--- config.mk ---
export PLATFORM = sky130hd
export DESIGN_NAME = lz77_token_encoder_top
export DESIGN_NICKNAME = d
export VERILOG_FILES = /design/src/hw/rtl/lz_pkg.sv /design/src/hw/rtl/lz_ctrl.sv /design/src/hw/rtl/lz_dpath.sv /design/src/hw/rtl/lz77_token_encoder_top.sv
export SDC_FILE = /design/constraint.sdc
export NUM_CORES = 1
export LEC_CHECK = 0
export BUFFER_PORTS_ARGS = -buffer_cell sky130_fd_sc_hd__buf_2
export CAP_MARGIN = 20
export CORE_MARGIN = 4
export CORE_UTILIZATION = 30
export CTS_CLUSTER_DIAMETER = 120
export CTS_CLUSTER_SIZE = 28
export DETAILED_ROUTE_END_ITERATION = 8
export PLACE_DENSITY_LB_ADDON = 0.25
export RECOVER_POWER = 50
export SKIP_LAST_GASP = 1
export SLEW_MARGIN = 40
export SYNTH_ARGS = -nofsm -noshare
export SYNTH_HDL_FRONTEND = slang
export SYNTH_SLANG_ARGS = --single-unit
--- constraint.sdc ---
create_clock -name clk_i -period 14.25 [get_ports clk_i]
set_clock_uncertainty 0.05 [all_clocks]
set_input_delay 1.425 -clock clk_i [delete_from_list [all_inputs] [get_ports clk_i]]
set_output_delay 1.425 -clock clk_i [all_outputs]
set_load 0.01 [all_outputs]
--- src/hw/rtl/lz_pkg.sv ---
`default_nettype none
package lz_pkg;

  localparam logic [7:0] END_FILL = 8'h5F;

  typedef struct packed {
    logic [7:0] data_byte;
    logic       final_byte;
  } in_t;

  typedef struct packed {
    logic [6:0] match_distance;
    logic [6:0] match_length;
    logic [7:0] next_char;
    logic       end_token;
    logic       last_of_run;
  } out_t;

  typedef enum logic [2:0] {
    S_IDLE,
    S_LOAD,
    S_SEARCH,
    S_CONSUME,
    S_EMIT
  } state_e;

  typedef struct packed {
    logic load_in;
    logic start;
    logic step;
    logic consume;
    logic emit;
    logic flush;
    logic clear;
  } cmd_t;

  typedef struct packed {
    logic la_will_fill;
    logic d_one;
    logic rem_zero;
    logic out_free;
    logic la_le_one;
  } stat_t;

endpackage
`default_nettype wire

--- src/hw/rtl/lz_ctrl.sv ---
`default_nettype none
module lz_ctrl (
  input  wire logic          clk_i,
  input  wire logic          rst_ni,
  input  wire logic          in_valid_i,
  input  wire logic          in_final_i,
  output logic               in_ready_o,
  input  wire lz_pkg::stat_t stat_i,
  output lz_pkg::cmd_t       cmd_o
);
  import lz_pkg::*;

  state_e state_q, state_d;
  logic   flush_q, flush_d;

  always_ff @(posedge clk_i or negedge rst_ni) begin
    if (!rst_ni) begin
      state_q <= S_IDLE;
      flush_q <= 1'b0;
    end else begin
      state_q <= state_d;
      flush_q <= flush_d;
    end
  end

  always_comb begin
    state_d    = state_q;
    flush_d    = flush_q;
    cmd_o      = '0;
    cmd_o.flush = flush_q;
    in_ready_o = 1'b0;
    unique case (state_q)
      S_IDLE: begin
        in_ready_o = 1'b1;
        if (in_valid_i) begin
          cmd_o.load_in = 1'b1;
          flush_d       = in_final_i;
          if (in_final_i || stat_i.la_will_fill) state_d = S_LOAD;
        end
      end
      S_LOAD: begin
        cmd_o.start = 1'b1;
        state_d     = S_SEARCH;
      end
      S_SEARCH: begin
        cmd_o.step = 1'b1;
        if (stat_i.d_one) state_d = S_CONSUME;
      end
      S_CONSUME: begin
        if (stat_i.rem_zero) state_d = S_EMIT;
        else cmd_o.consume = 1'b1;
      end
      S_EMIT: begin
        if (stat_i.out_free) begin
          cmd_o.emit = 1'b1;
          if (!flush_q) begin
            state_d = S_IDLE;
          end else if (stat_i.la_le_one) begin
            // stream done: drop history and lookahead
            cmd_o.clear = 1'b1;
            state_d     = S_IDLE;
          end else begin
            state_d = S_LOAD;
          end
        end
      end
      default: state_d = S_IDLE;
    endcase
  end

endmodule
`default_nettype wire

--- src/hw/rtl/lz_dpath.sv ---
`default_nettype none
module lz_dpath #(
  parameter int W = 32
) (
  input  wire logic         clk_i,
  input  wire logic         rst_ni,
  input  wire lz_pkg::in_t  in_data_i,
  input  wire lz_pkg::cmd_t cmd_i,
  output lz_pkg::stat_t     stat_o,
  output logic              out_valid_o,
  input  wire logic         out_ready_i,
  output lz_pkg::out_t      out_data_o
);
  import lz_pkg::*;

  localparam int DW  = $clog2(W + 1);
  localparam int LW  = $clog2(W + 2);
  localparam int LIW = $clog2(W + 1);

  logic [7:0]    hist_q [W];
  logic [7:0]    la_q   [W+1];
  logic [7:0]    cand_q [W];
  logic [DW-1:0] hc_q;
  logic [LW-1:0] la_cnt_q;
  logic [DW-1:0] d_q;
  logic [DW-1:0] best_len_q, best_dist_q, rem_q;
  logic          out_valid_q;
  out_t          out_q;

  logic [DW-1:0] len;
  logic [W-1:0]  hit;
  logic          better;
  logic          consume_en;

  // match length at the current candidate distance: first position that misses
  always_comb begin
    for (int j = 0; j < W; j++) begin
      hit[j] = (DW'(j) < d_q) && (LW'(j) < la_cnt_q) && (d_q <= hc_q) &&
               (cand_q[j] == la_q[j]);
    end
    len = DW'(W);
    for (int j = W - 1; j >= 0; j--) begin
      if (!hit[j]) len = DW'(j);
    end
  end

  assign better     = len > best_len_q;
  assign consume_en = cmd_i.consume || (cmd_i.emit && (la_cnt_q != '0));

  always_ff @(posedge clk_i) begin
    if (cmd_i.load_in && (la_cnt_q < LW'(W + 1))) la_q[la_cnt_q[LIW-1:0]] <= in_data_i.data_byte;
    if (cmd_i.start) begin
      for (int j = 0; j < W; j++) cand_q[j] <= hist_q[W-1-j];
    end else if (cmd_i.step) begin
      for (int j = 0; j < W - 1; j++) cand_q[j] <= cand_q[j+1];
    end
    if (consume_en) begin
      for (int k = W - 1; k > 0; k--) hist_q[k] <= hist_q[k-1];
      hist_q[0] <= la_q[0];
      for (int k = 0; k < W; k++) la_q[k] <= la_q[k+1];
    end
    if (cmd_i.start) begin
      best_len_q  <= '0;
      best_dist_q <= '0;
    end else if (cmd_i.step && better) begin
      best_len_q  <= len;
      best_dist_q <= d_q;
    end
    if (cmd_i.step) rem_q <= better ? len : best_len_q;
    else if (cmd_i.consume) rem_q <= rem_q - DW'(1);
    if (cmd_i.start) d_q <= DW'(W);
    else if (cmd_i.step) d_q <= d_q - DW'(1);
    if (cmd_i.emit) begin
      out_q.match_distance <= 7'(best_dist_q);
      out_q.match_length   <= 7'(best_len_q);
      out_q.next_char      <= (la_cnt_q == '0) ? END_FILL : la_q[0];
      out_q.end_token      <= (la_cnt_q == '0);
      out_q.last_of_run    <= !cmd_i.flush || (la_cnt_q <= LW'(1));
    end
  end

  always_ff @(posedge clk_i or negedge rst_ni) begin
    if (!rst_ni) begin
      hc_q        <= '0;
      la_cnt_q    <= '0;
      out_valid_q <= 1'b0;
    end else begin
      if (cmd_i.clear) begin
        hc_q     <= '0;
        la_cnt_q <= '0;
      end else if (consume_en) begin
        if (hc_q != DW'(W)) hc_q <= hc_q + DW'(1);
        la_cnt_q <= la_cnt_q - LW'(1);
      end else if (cmd_i.load_in && (la_cnt_q < LW'(W + 1))) begin
        la_cnt_q <= la_cnt_q + LW'(1);
      end
      if (cmd_i.emit) out_valid_q <= 1'b1;
      else if (out_ready_i) out_valid_q <= 1'b0;
    end
  end

  assign stat_o.la_will_fill = (la_cnt_q == LW'(W));
  assign stat_o.d_one        = (d_q == DW'(1));
  assign stat_o.rem_zero     = (rem_q == '0);
  assign stat_o.out_free     = !out_valid_q || out_ready_i;
  assign stat_o.la_le_one    = (la_cnt_q <= LW'(1));

  assign out_valid_o = out_valid_q;
  assign out_data_o  = out_q;

endmodule
`default_nettype wire

--- src/hw/rtl/lz77_token_encoder_top.sv ---
`default_nettype none
// LZ77 token encoder. Bytes that do not complete a token are taken one per cycle.
// A token is produced once the lookahead holds WINDOW+1 bytes, or for every token of
// the flush after a final byte; it runs a load step, a search over the WINDOW
// candidate distances (one per cycle through a shifting copy of the history, all
// lengths compared at once), a consume phase that moves each matched byte into the
// history at one per cycle, a step to leave that phase, and an emit step. Emit waits
// while the previous result is still held in the output register, so no new token
// search runs and no byte is taken while it waits.
module lz77_token_encoder_top #(
  parameter int WINDOW = 32
) (
  input  wire logic        clk_i,
  input  wire logic        rst_ni,
  input  wire logic        in_valid_i,
  output logic             in_ready_o,
  input  wire lz_pkg::in_t in_data_i,
  output logic             out_valid_o,
  input  wire logic        out_ready_i,
  output lz_pkg::out_t     out_data_o
);
  import lz_pkg::*;

  cmd_t  cmd;
  stat_t stat;

  lz_ctrl u_ctrl (
    .clk_i      (clk_i),
    .rst_ni     (rst_ni),
    .in_valid_i (in_valid_i),
    .in_final_i (in_data_i.final_byte),
    .in_ready_o (in_ready_o),
    .stat_i     (stat),
    .cmd_o      (cmd)
  );

  lz_dpath #(.W(WINDOW)) u_dpath (
    .clk_i       (clk_i),
    .rst_ni      (rst_ni),
    .in_data_i   (in_data_i),
    .cmd_i       (cmd),
    .stat_o      (stat),
    .out_valid_o (out_valid_o),
    .out_ready_i (out_ready_i),
    .out_data_o  (out_data_o)
  );

  a_end_fill: assert property (@(posedge clk_i) disable iff (!rst_ni)
    out_valid_o && out_data_o.end_token |-> out_data_o.next_char == END_FILL)
    else $error("end token without fill byte");

  a_len_dist: assert property (@(posedge clk_i) disable iff (!rst_ni)
    out_valid_o |-> out_data_o.match_length <= out_data_o.match_distance)
    else $error("match longer than its distance");

  a_emit_free: assert property (@(posedge clk_i) disable iff (!rst_ni)
    cmd.emit |-> (!out_valid_o || out_ready_i))
    else $error("result overwritten before taken");

  a_ready_busy: assert property (@(posedge clk_i) disable iff (!rst_ni)
    (cmd.step || cmd.consume) |-> !in_ready_o)
    else $error("input taken during token work");

endmodule
`default_nettype wire
==> results by group, run 1 <==
Logic synthesis
  • Mapped Avg Cell Area: between 10 and 15 sq um
  • Most area-consuming cells after synthesis: edfxtp_1 (66%), nand2_1 (8.2%), a21o_1 (5.4%)
  • Asr flop ratio synth: between 2 and 2.5%
  • Post-synth cell types: 71
  • Post-synth top area share: around two thirds
  • Dominant cell type by area after synthesis: edfxtp_1
  • FF+latch count, synth: roughly 840
  • Number of synthesized flops with an enable pin: 804
  • Yosys Warn Count: 0
  • Cells after Synth: between 2000 and 3000
  • Post-Syn Area: between 30000 and 40000 sq um
  • Main synth FF type: edfxtp_1
  • Seq/Total Area, Yosys: between 60% and 70%

Die
  • Die Span Y: 356 um
  • Die Area: 127000 sq um
  • Ports: 39
  • Core Rows: about 130
  • Initial Util: slightly above 30%
  • Die Width: between 300 and 400 um
  • Core Box Area: around 120000 sq um

Setup path
  • Critical path class: reg2reg
  • Critical path endpoint category: flop
  • Slowest CP cell: nand2_1
  • Max FO, Critical Path: 68
  • Critical path required time: around 14 ns
  • Family with the most delay on the worst path: simple AND/OR/NAND/NOR gates
  • CP Data Arrival Time: about 9 ns
  • Worst path buffer plus inverter count: 2
  • Crit-path max cell delay: roughly 3.4 ns
  • Startpoint types: flop
  • CP Cell Sequence: nand2b_1, or2_0, nand2_1, buf_6, buf_4

Clock network
  • Hold Buf Count CTS: 0
  • Clk buf depth: 3
  • CTS root buf: clkbuf_16
  • Clock sinks: 839
  • # H-tree levels: 2
  • Setup bufs post-CTS: 0
  • Clock transition at path regs: ~0.11 ns
  • Clk_lat worst skew: 0.62 ns
  • CTS Buf Count: 36
  • CTS tree: yes
  • CTS resizes: 0

Final layout
  • Fillers: between 10000 and 15000
  • Syn-to-layout area delta: 8.65%
  • Nets: slightly below 3000
  • Commonest non-fill, non-tap cell in the layout: edfxtp_1
  • Most frequent cells in the layout: edfxtp_1 (804), nand2_1 (792), a21o_1 (259), xnor2_1 (194), xor2_1 (78)
  • Antenna diode count: 0
  • Share of layout cells above drive strength 1: 4.77%

Routing
  • Vias: 21484
  • Via density: about 4.8
  • Routed len/inst: 21.6 um
  • DRC Markers: 0
  • Post-Route WL: slightly below 100000 um
  • First-pass DRT Iterations: 5
  • DRT iter0 DRCs: just under 2000
  • Antenna viol nets, final: 0

Timing
  • Tmin final: between 8 and 9 ns
  • RSZ-0062 raised after global routing: false
  • Final setup violation count: 0
  • Slew HR: -180%
  • Worst Max-Slew Pin Slew: between 4 and 5 ns
  • Max Slew Vio Count: 581
  • Fmax: about 120 MHz
  • Final hold vios: 0
  • Setup TNS Final: 0 ns
  • Final worst slack: 5.64 ns
  • Tcrit/Tclk final: between 60% and 70%

Pwr
  • Pleak: 14.8 nW
  • Power per Cell Area: 261 nW/um^2
  • Worst vdd ir: approximately 0.15 mV

Global route
  • Largest net degree at the start of global routing: between 100 and 150
  • Vias in the first global route: roughly 22000
  • Initial antenna violation count: 2
  • Global-route wire length before repair: 144000 um
  • Grt ovf: 0
  • Total GRT Usage: 15.0%

Placement
  • Final Wtd Congestion: about 0.84
  • HPWL after DPL: 65100 um
  • Placement Setup Slack: about 8.5 ns
  • I/O Buffers: 36

Run status
  • Failing checks: max-capacitance violations, max-slew violations
  • Status: finished with violations

Flow run
  • Max Cap Viol: 10

Hold path
  • Worst hold path type: reg2reg
[registers in the layout, summed over array words and instances, names as in the netlist]
signal and cells:
u_dpath.la_cnt_q 6, u_dpath.out_valid_o 1, u_dpath.out_data_o 22, u_ctrl.state_q 3, u_dpath.best_len_q 6, u_dpath.hc_q 6, u_dpath.best_dist_q 6, u_dpath.la_q 264
u_dpath.rem_q 6, u_ctrl.flush_q 1, u_dpath.d_q 6, u_dpath.hist_q 256, u_dpath.cand_q 256
[worst reg2reg max path, cell delays in order, from the launching register on]
cell	delay, ns
dfrtp_1	0.48
nand2b_1	0.19
or2_0	2.39
nand2_1	3.39
buf_6	1.18
buf_4	0.52
[metrics by stage]
stage	cells	power (mW)	hold WS, ns	instance area, sq um	util, %
after floorplan	2874	7.80	0.358	36300	-
after global placement	4423	9.08	0.380	38400	32.0
after detailed placement	4424	9.11	0.382	38500	32.1
after CTS	4484	10.4	0.405	39600	32.9
after global routing	4484	11.0	0.417	39500	32.9
final	4484	10.3	0.403	39500	32.9
[Yosys cell counts, drive strengths merged, types with 23 or more instances]
| cell type | count |
|---|---|
| buf | 23 |
| nor2 | 68 |
| inv | 32 |
| clkbuf | 128 |
| nand4 | 69 |
| xor2 | 78 |
| a21o | 259 |
| o21ai | 49 |
| edfxtp | 804 |
| ha | 23 |
| nand2 | 792 |
| xnor2 | 194 |
| nor3 | 43 |
| nand3 | 28 |
| nor4 | 30 |
[path summary, 6_finish.rpt]
check	from	endpoint	slack, ns	cells past startpoint
setup / recovery	u_ctrl.state_q[2]	u_dpath.cand_q[5][5]	5.64	5
hold / removal	u_dpath.hist_q[1][69]	u_dpath.hist_q[1][77]	0.40	0
setup reg to reg	u_ctrl.state_q[2]	u_dpath.cand_q[5][5]	5.64	5
hold reg to reg	u_dpath.hist_q[1][69]	u_dpath.hist_q[1][77]	0.40	0
max in group asynchronous	rst_ni	u_dpath.out_valid_o	12.43	1
min in group asynchronous	rst_ni	u_dpath.hc_q[5]	0.98	1
[cell type report]
class / count / area, sq um / area share, %
Timing Repair Buffer: 89 / 532 / 1.35
Sequential cell: 839 / 24900 / 63.1
Multi-Input combinational cell: 1852 / 10800 / 27.4
Inverter: 32 / 134 / 0.339
Tap cell: 1612 / 2020 / 5.11
Clock buffer: 55 / 993 / 2.52
Clock inverter: 5 / 57.6 / 0.146
[kinds of logic (layout without fill, tap and decap cells)]
| family | after synthesis | in the layout | share of synthesized area [%] |
|---|---|---|---|
| buf+inv | 183 | 181 | 1.98 |
| flops | 839 | 839 | 68.6 |
| compound gates | 405 | 405 | 8.00 |
| xor+xnor | 272 | 272 | 6.56 |
| simple gates | 1141 | 1141 | 13.8 |
| other cells | 1 | 2 | 0.0103 |
| mux | 9 | 9 | 0.251 |
| fa+ha+maj | 23 | 23 | 0.792 |
[power breakdown]
group,leakage (nW),total [mW],switching [mW],internal [mW]
logic,6.21,3.49,2.26,1.23
clock network,0.500,1.27,0.773,0.499
registers,8.11,5.56,0.934,4.63
total,14.8,10.3,3.96,6.36
[layer usage]
metal	vias to the layer above	global-route usage (%)	wire [um]
li1	10152	-	-
met1	10797	21.7	45700
met2	428	23.7	44400
met3	105	2.19	4430
met4	2	3.93	2540
met5	-	0	13
No activity file was read; power rests on OpenSTA's default activity.
==> run 2: changes to the inputs <==
==> constraint.sdc (replaced) <==
create_clock -name clk_i -period 8.3 [get_ports clk_i]
set_clock_uncertainty 0.05 [all_clocks]
set_input_delay 0.83 -clock clk_i [delete_from_list [all_inputs] [get_ports clk_i]]
set_output_delay 0.83 -clock clk_i [all_outputs]
set_load 0.01 [all_outputs]
==> results by group, run 2 (synthesized netlist as in run 1, its figures left out) <==
Timing
  • Fmax: approximately 150 MHz
  • Final hold vios: 0
  • Slew HR: -150%
  • Final setup violation count: 0
  • RSZ-0062 raised after global routing: false
  • Max Slew Vio Count: between 300 and 400
  • Tcrit/Tclk final: approximately 80%
  • Tmin final: around 6.7 ns
  • Setup TNS Final: 0 ns
  • Worst Max-Slew Pin Slew: between 3 and 4 ns

Run status
  • Failing checks: max-capacitance violations, max-slew violations
  • Status: finished with violations

Clock network
  • Clk buf depth: 3
  • Clk_lat worst skew: ~0.6 ns
  • Hold Buf Count CTS: 0
  • CTS resizes: 0
  • # H-tree levels: 2
  • Clock sinks: between 800 and 900
  • CTS Buf Count: 36
  • Setup bufs post-CTS: 0
  • CTS tree: yes
  • CTS root buf: clkbuf_16
  • Clock transition at path regs: about 0.11 ns

Final layout
  • Most frequent cells in the layout: edfxtp_1 (804), nand2_1 (791), a21o_1 (259), xnor2_1 (194), xor2_1 (78)
  • Commonest non-fill, non-tap cell in the layout: edfxtp_1
  • Combined area of the multi-input logic cells: ~11000 sq um
  • Largest regs: u_dpath.la_q (264), u_dpath.cand_q (256), u_dpath.hist_q (256)
  • Antenna diode count: 0
  • Largest Register: u_dpath.la_q
  • Post-route insts no fill: about 4500
  • Fillers: approximately 12000
  • Syn-to-layout area delta: 8.84%
  • Share of layout cells above drive strength 1: under 10%
  • Nets: 2883
  • Reg area: between 20000 and 25000 sq um
  • Max reg flops: 264

Placement
  • Final Wtd Congestion: ~0.86
  • Placed Cells: roughly 4400
  • I/O Buffers: 36
  • HPWL after DPL: between 60000 and 70000 um

Hold path
  • Worst hold path type: in2reg

Setup path
  • Critical path required time: around 8.6 ns
  • CP Data Arrival Time: 6.98 ns
  • Critical path endpoint category: flop
  • Startpoint types: flop
  • Critical path class: reg2reg
  • R2R setup slack: 1.64 ns
  • Max FO, Critical Path: 66

Routing
  • First-pass DRT Iterations: 5
  • Via density: 4.83
  • DRC Markers: 0
  • DRT iter0 DRCs: between 1500 and 2000
  • Antenna viol nets, final: 0
  • Vias: ~22000
  • Routed len/inst: roughly 21 um
  • Post-Route WL: around 96000 um

Global route
  • Global-route wire length before repair: approximately 140000 um
  • Initial antenna violation count: 3
  • Grt ovf: 0
  • Total GRT Usage: 14.9%
  • Largest net degree at the start of global routing: between 150 and 200
  • Vias in the first global route: 21663

Die
  • Die Width: roughly 360 um
  • Initial Util: 30.2%
  • Die Span Y: 356 um
  • Core Rows: between 100 and 150
  • Core Box Area: between 100000 and 150000 sq um
  • Ports: 39
  • Die Area: approximately 130000 sq um

Flow run
  • Max Cap Viol: 8

Pwr
  • Power per Cell Area: 447 nW/um^2
  • Pleak: around 15 nW
  • Worst vdd ir: between 0.3 and 0.4 mV
[run 2: cell count changes in the layout (fill, tap and decap cells not counted), sizes merged]
cell    delta
clkbuf     +5
buf        -2
clkinv     -2
[run 2: cell type report]
cell class | count | area share [%]
sequential | 839 | 63.0
multi-input combinational | 1852 | 27.4
tap | 1612 | 5.10
clock buffer | 61 | 2.59
timing repair buffer | 86 | 1.44
inverter | 32 | 0.326
clock inverter | 3 | 0.0823
[run 2: metrics by stage]
| step | cell area (sq um) | setup WS [ns] | utilization (%) | power (mW) | hold WS [ns] |
|---|---|---|---|---|---|
| 2_1_floorplan | 36300 | 1.10 | - | 13.3 | 0.358 |
| 3_3_place_gp | 38400 | 2.48 | 31.9 | 15.6 | 0.379 |
| 3_5_place_dp | 38500 | 2.69 | 32.0 | 15.6 | 0.383 |
| 4_1_cts | 39500 | 2.62 | 32.9 | 17.8 | 0.110 |
| 5_1_grt | 39500 | 1.14 | 32.9 | 18.8 | 0.363 |
| 6_report | 39500 | 1.64 | 32.9 | 17.7 | 0.382 |
[run 2: final timing paths]
kind,end,startpoint,depth (start not counted)
worst max-delay path,u_dpath.cand_q[12][15],u_ctrl.state_q[0],6
worst min-delay path,u_dpath.la_q[32][6],in_data_i[7],1
worst max register to register,u_dpath.cand_q[12][15],u_ctrl.state_q[0],6
worst min register to register,u_dpath.hist_q[0][120],u_dpath.hist_q[0][112],0
max in group asynchronous,u_dpath.out_valid_o,rst_ni,1
min in group asynchronous,u_ctrl.flush_q,rst_ni,1
[run 2: where the power goes]
group          internal, mW  switching (mW)
Sequential             7.93            1.59
Combinational          2.09            3.86
Clock                 0.871            1.32
Total                  10.9            6.77
[run 2: worst max-delay path: stages, from the launching register on]
cell and delay [ns]:
dfrtp_1 0.50, nor2b_1 0.21, nand2_1 1.47, clkinvlp_2 2.92, buf_6 0.97, nand2_1 0.17, nand2_1 0.05
[run 2: metal layers]
metal	routed length [um]	part of all wire, %	global-route usage, %	vias up
met5	13	0.014	0	-
met4	1400	1.5	2.48	2
met3	4080	4.2	1.93	76
met2	45600	47	24.6	432
met1	45200	47	21.4	11022
li1	-	-	-	10145
==> run 3: changes to the inputs <==
==> constraint.sdc (replaced) <==
create_clock -name clk_i -period 5.8 [get_ports clk_i]
set_clock_uncertainty 0.05 [all_clocks]
set_input_delay 0.58 -clock clk_i [delete_from_list [all_inputs] [get_ports clk_i]]
set_output_delay 0.58 -clock clk_i [all_outputs]
set_load 0.01 [all_outputs]
==> results by group, run 3 (synthesized netlist as in run 1, its figures left out) <==
Run status
  • Status: finished with violations
  • Failing checks: max-capacitance violations, max-slew violations

Routing
  • Antenna viol nets, final: 0
  • Routed len/inst: between 20 and 25 um
  • Vias: around 22000
  • DRC Markers: 0
  • Via density: 4.79
  • DRT iter0 DRCs: approximately 1900
  • Post-Route WL: ~98000 um
  • First-pass DRT Iterations: 5

Pwr
  • Pleak: around 15 nW
  • PnR Total Power: 25.5 mW
  • Worst vdd ir: roughly 0.38 mV
  • Power per Cell Area: about 640 nW/um^2

Setup path
  • Max FO, Critical Path: 60
  • Critical path class: reg2reg
  • Crit-path max cell delay: approximately 2.2 ns
  • Critical path required time: just under 6 ns
  • Critical path endpoint category: flop
  • Family with the most delay on the worst path: simple AND/OR/NAND/NOR gates
  • CP Data Arrival Time: between 5 and 6 ns
  • Startpoint types: flop
  • Worst path buffer plus inverter count: 1
  • CP Cell Sequence: nand2b_1, or2_0, nand2_1, clkbuf_2
  • Slowest CP cell: nand2_1

Clock network
  • Clk buf depth: 3
  • CTS root buf: clkbuf_16
  • Clock sinks: between 800 and 900
  • CTS Buf Count: 36
  • Clock transition at path regs: between 0.1 and 0.15 ns
  • # H-tree levels: 2
  • Clk_lat worst skew: 0.62 ns
  • CTS tree: yes

Final layout
  • Share of layout cells above drive strength 1: between 5 and 6%
  • Combined area of the multi-input logic cells: 10800 sq um
  • Most frequent cells in the layout: edfxtp_1 (804), nand2_1 (791), a21o_1 (259), xnor2_1 (194), xor2_1 (78)
  • Largest regs: u_dpath.la_q (264), u_dpath.cand_q (256), u_dpath.hist_q (256)
  • Largest Register: u_dpath.la_q
  • Fillers: between 10000 and 15000
  • Max reg flops: between 200 and 300
  • Syn-to-layout area delta: 9.51%
  • Nets: about 2900
  • Commonest non-fill, non-tap cell in the layout: edfxtp_1
  • Reg area: 24900 sq um

Timing
  • Slew HR: -122%
  • Tmin final: between 5 and 6 ns
  • Final setup violation count: 0
  • Setup TNS Final: 0 ns
  • Final hold vios: 0
  • RSZ-0062 raised after global routing: false
  • Max Slew Vio Count: 450
  • Fmax: around 190 MHz
  • Hold slack: around 0.11 ns
  • Worst Max-Slew Pin Slew: 3.30 ns
  • Tcrit/Tclk final: 91.0%

Global route
  • Global-route wire length before repair: between 100000 and 150000 um
  • Grt ovf: 0
  • Initial antenna violation count: 7
  • Vias in the first global route: between 20000 and 25000
  • Total GRT Usage: ~15%
  • Largest net degree at the start of global routing: between 100 and 150

Die
  • Die Area: between 100000 and 150000 sq um
  • Initial Util: about 30%
  • Die Width: about 360 um
  • Die Span Y: 356 um
  • Core Rows: 127
  • Core Box Area: between 100000 and 150000 sq um
  • Ports: 39

Placement
  • Final Wtd Congestion: 0.889
  • HPWL after DPL: ~66000 um
  • I/O Buffers: 36

Flow run
  • Max Cap Viol: 5

Hold path
  • Worst hold path type: in2reg
==> run 3: worst paths after layout <==
check | startpoint | depth (start not counted) | to | slack [ns]
max in group asynchronous | rst_ni | 2 | u_dpath.out_valid_o | 4.23
worst min-delay path | in_data_i[2] | 1 | u_dpath.la_q[32][1] | 0.11
worst min register to register | u_dpath.hist_q[0][104] | 0 | u_dpath.hist_q[0][112] | 0.40
min in group asynchronous | rst_ni | 2 | u_dpath.la_cnt_q[1] | 0.76
worst max register to register | u_ctrl.state_q[2] | 4 | u_dpath.cand_q[5][13] | 0.52
worst max-delay path | u_ctrl.state_q[2] | 4 | u_dpath.cand_q[5][13] | 0.52
==> run 3: through the flow <==
step                      instances  utilization, %  area [sq um]  worst slack (ns)
after floorplan                2874               -         36300              1.02
after global routing           4521            33.1         39800            0.0637
final                          4522            33.1         39800             0.522
after detailed placement       4456            32.3         38800             0.369
after global placement         4456            32.2         38700            0.0129
after CTS                      4517            33.2         39800             0.287
==> run 3: what timing repair did <==
action                                  in CTS  in global routing
resized for setup                            0                  1
hold buffers                                 1                  0
endpoints found under the hold margin       17                  0
endpoints found under the setup margin       0                 12
setup buffers                                0                  2
==> run 3: layer usage <==
metal | global-route usage [%] | wire, um | vias to the layer above | share of wire [%]
li1 | - | - | 10230 | -
met4 | 3.44 | 2120 | 0 | 2.2
met2 | 24.0 | 44700 | 441 | 46
met1 | 21.5 | 45800 | 10889 | 47
met5 | 0 | 0 | - | 0
met3 | 2.68 | 5020 | 94 | 5.1
==> run 3: area by class of cell <==
| class | count | share of cell area (%) |
|---|---|---|
| clock inverter | 5 | 0.135 |
| timing repair buffer | 126 | 2.25 |
| tap | 1612 | 5.07 |
| inverter | 32 | 0.336 |
| sequential | 839 | 62.7 |
| clock buffer | 55 | 2.50 |
| multi-input combinational | 1852 | 27.1 |
| antenna | 1 | 0.00629 |
==> run 3: power breakdown <==
| part | total (mW) | internal [mW] | switching (mW) |
|---|---|---|---|
| sequential | 13.6 | 11.4 | 2.22 |
| combinational | 8.78 | 3.13 | 5.66 |
| clock | 3.13 | 1.23 | 1.91 |
| total | 25.5 | 15.7 | 9.78 |
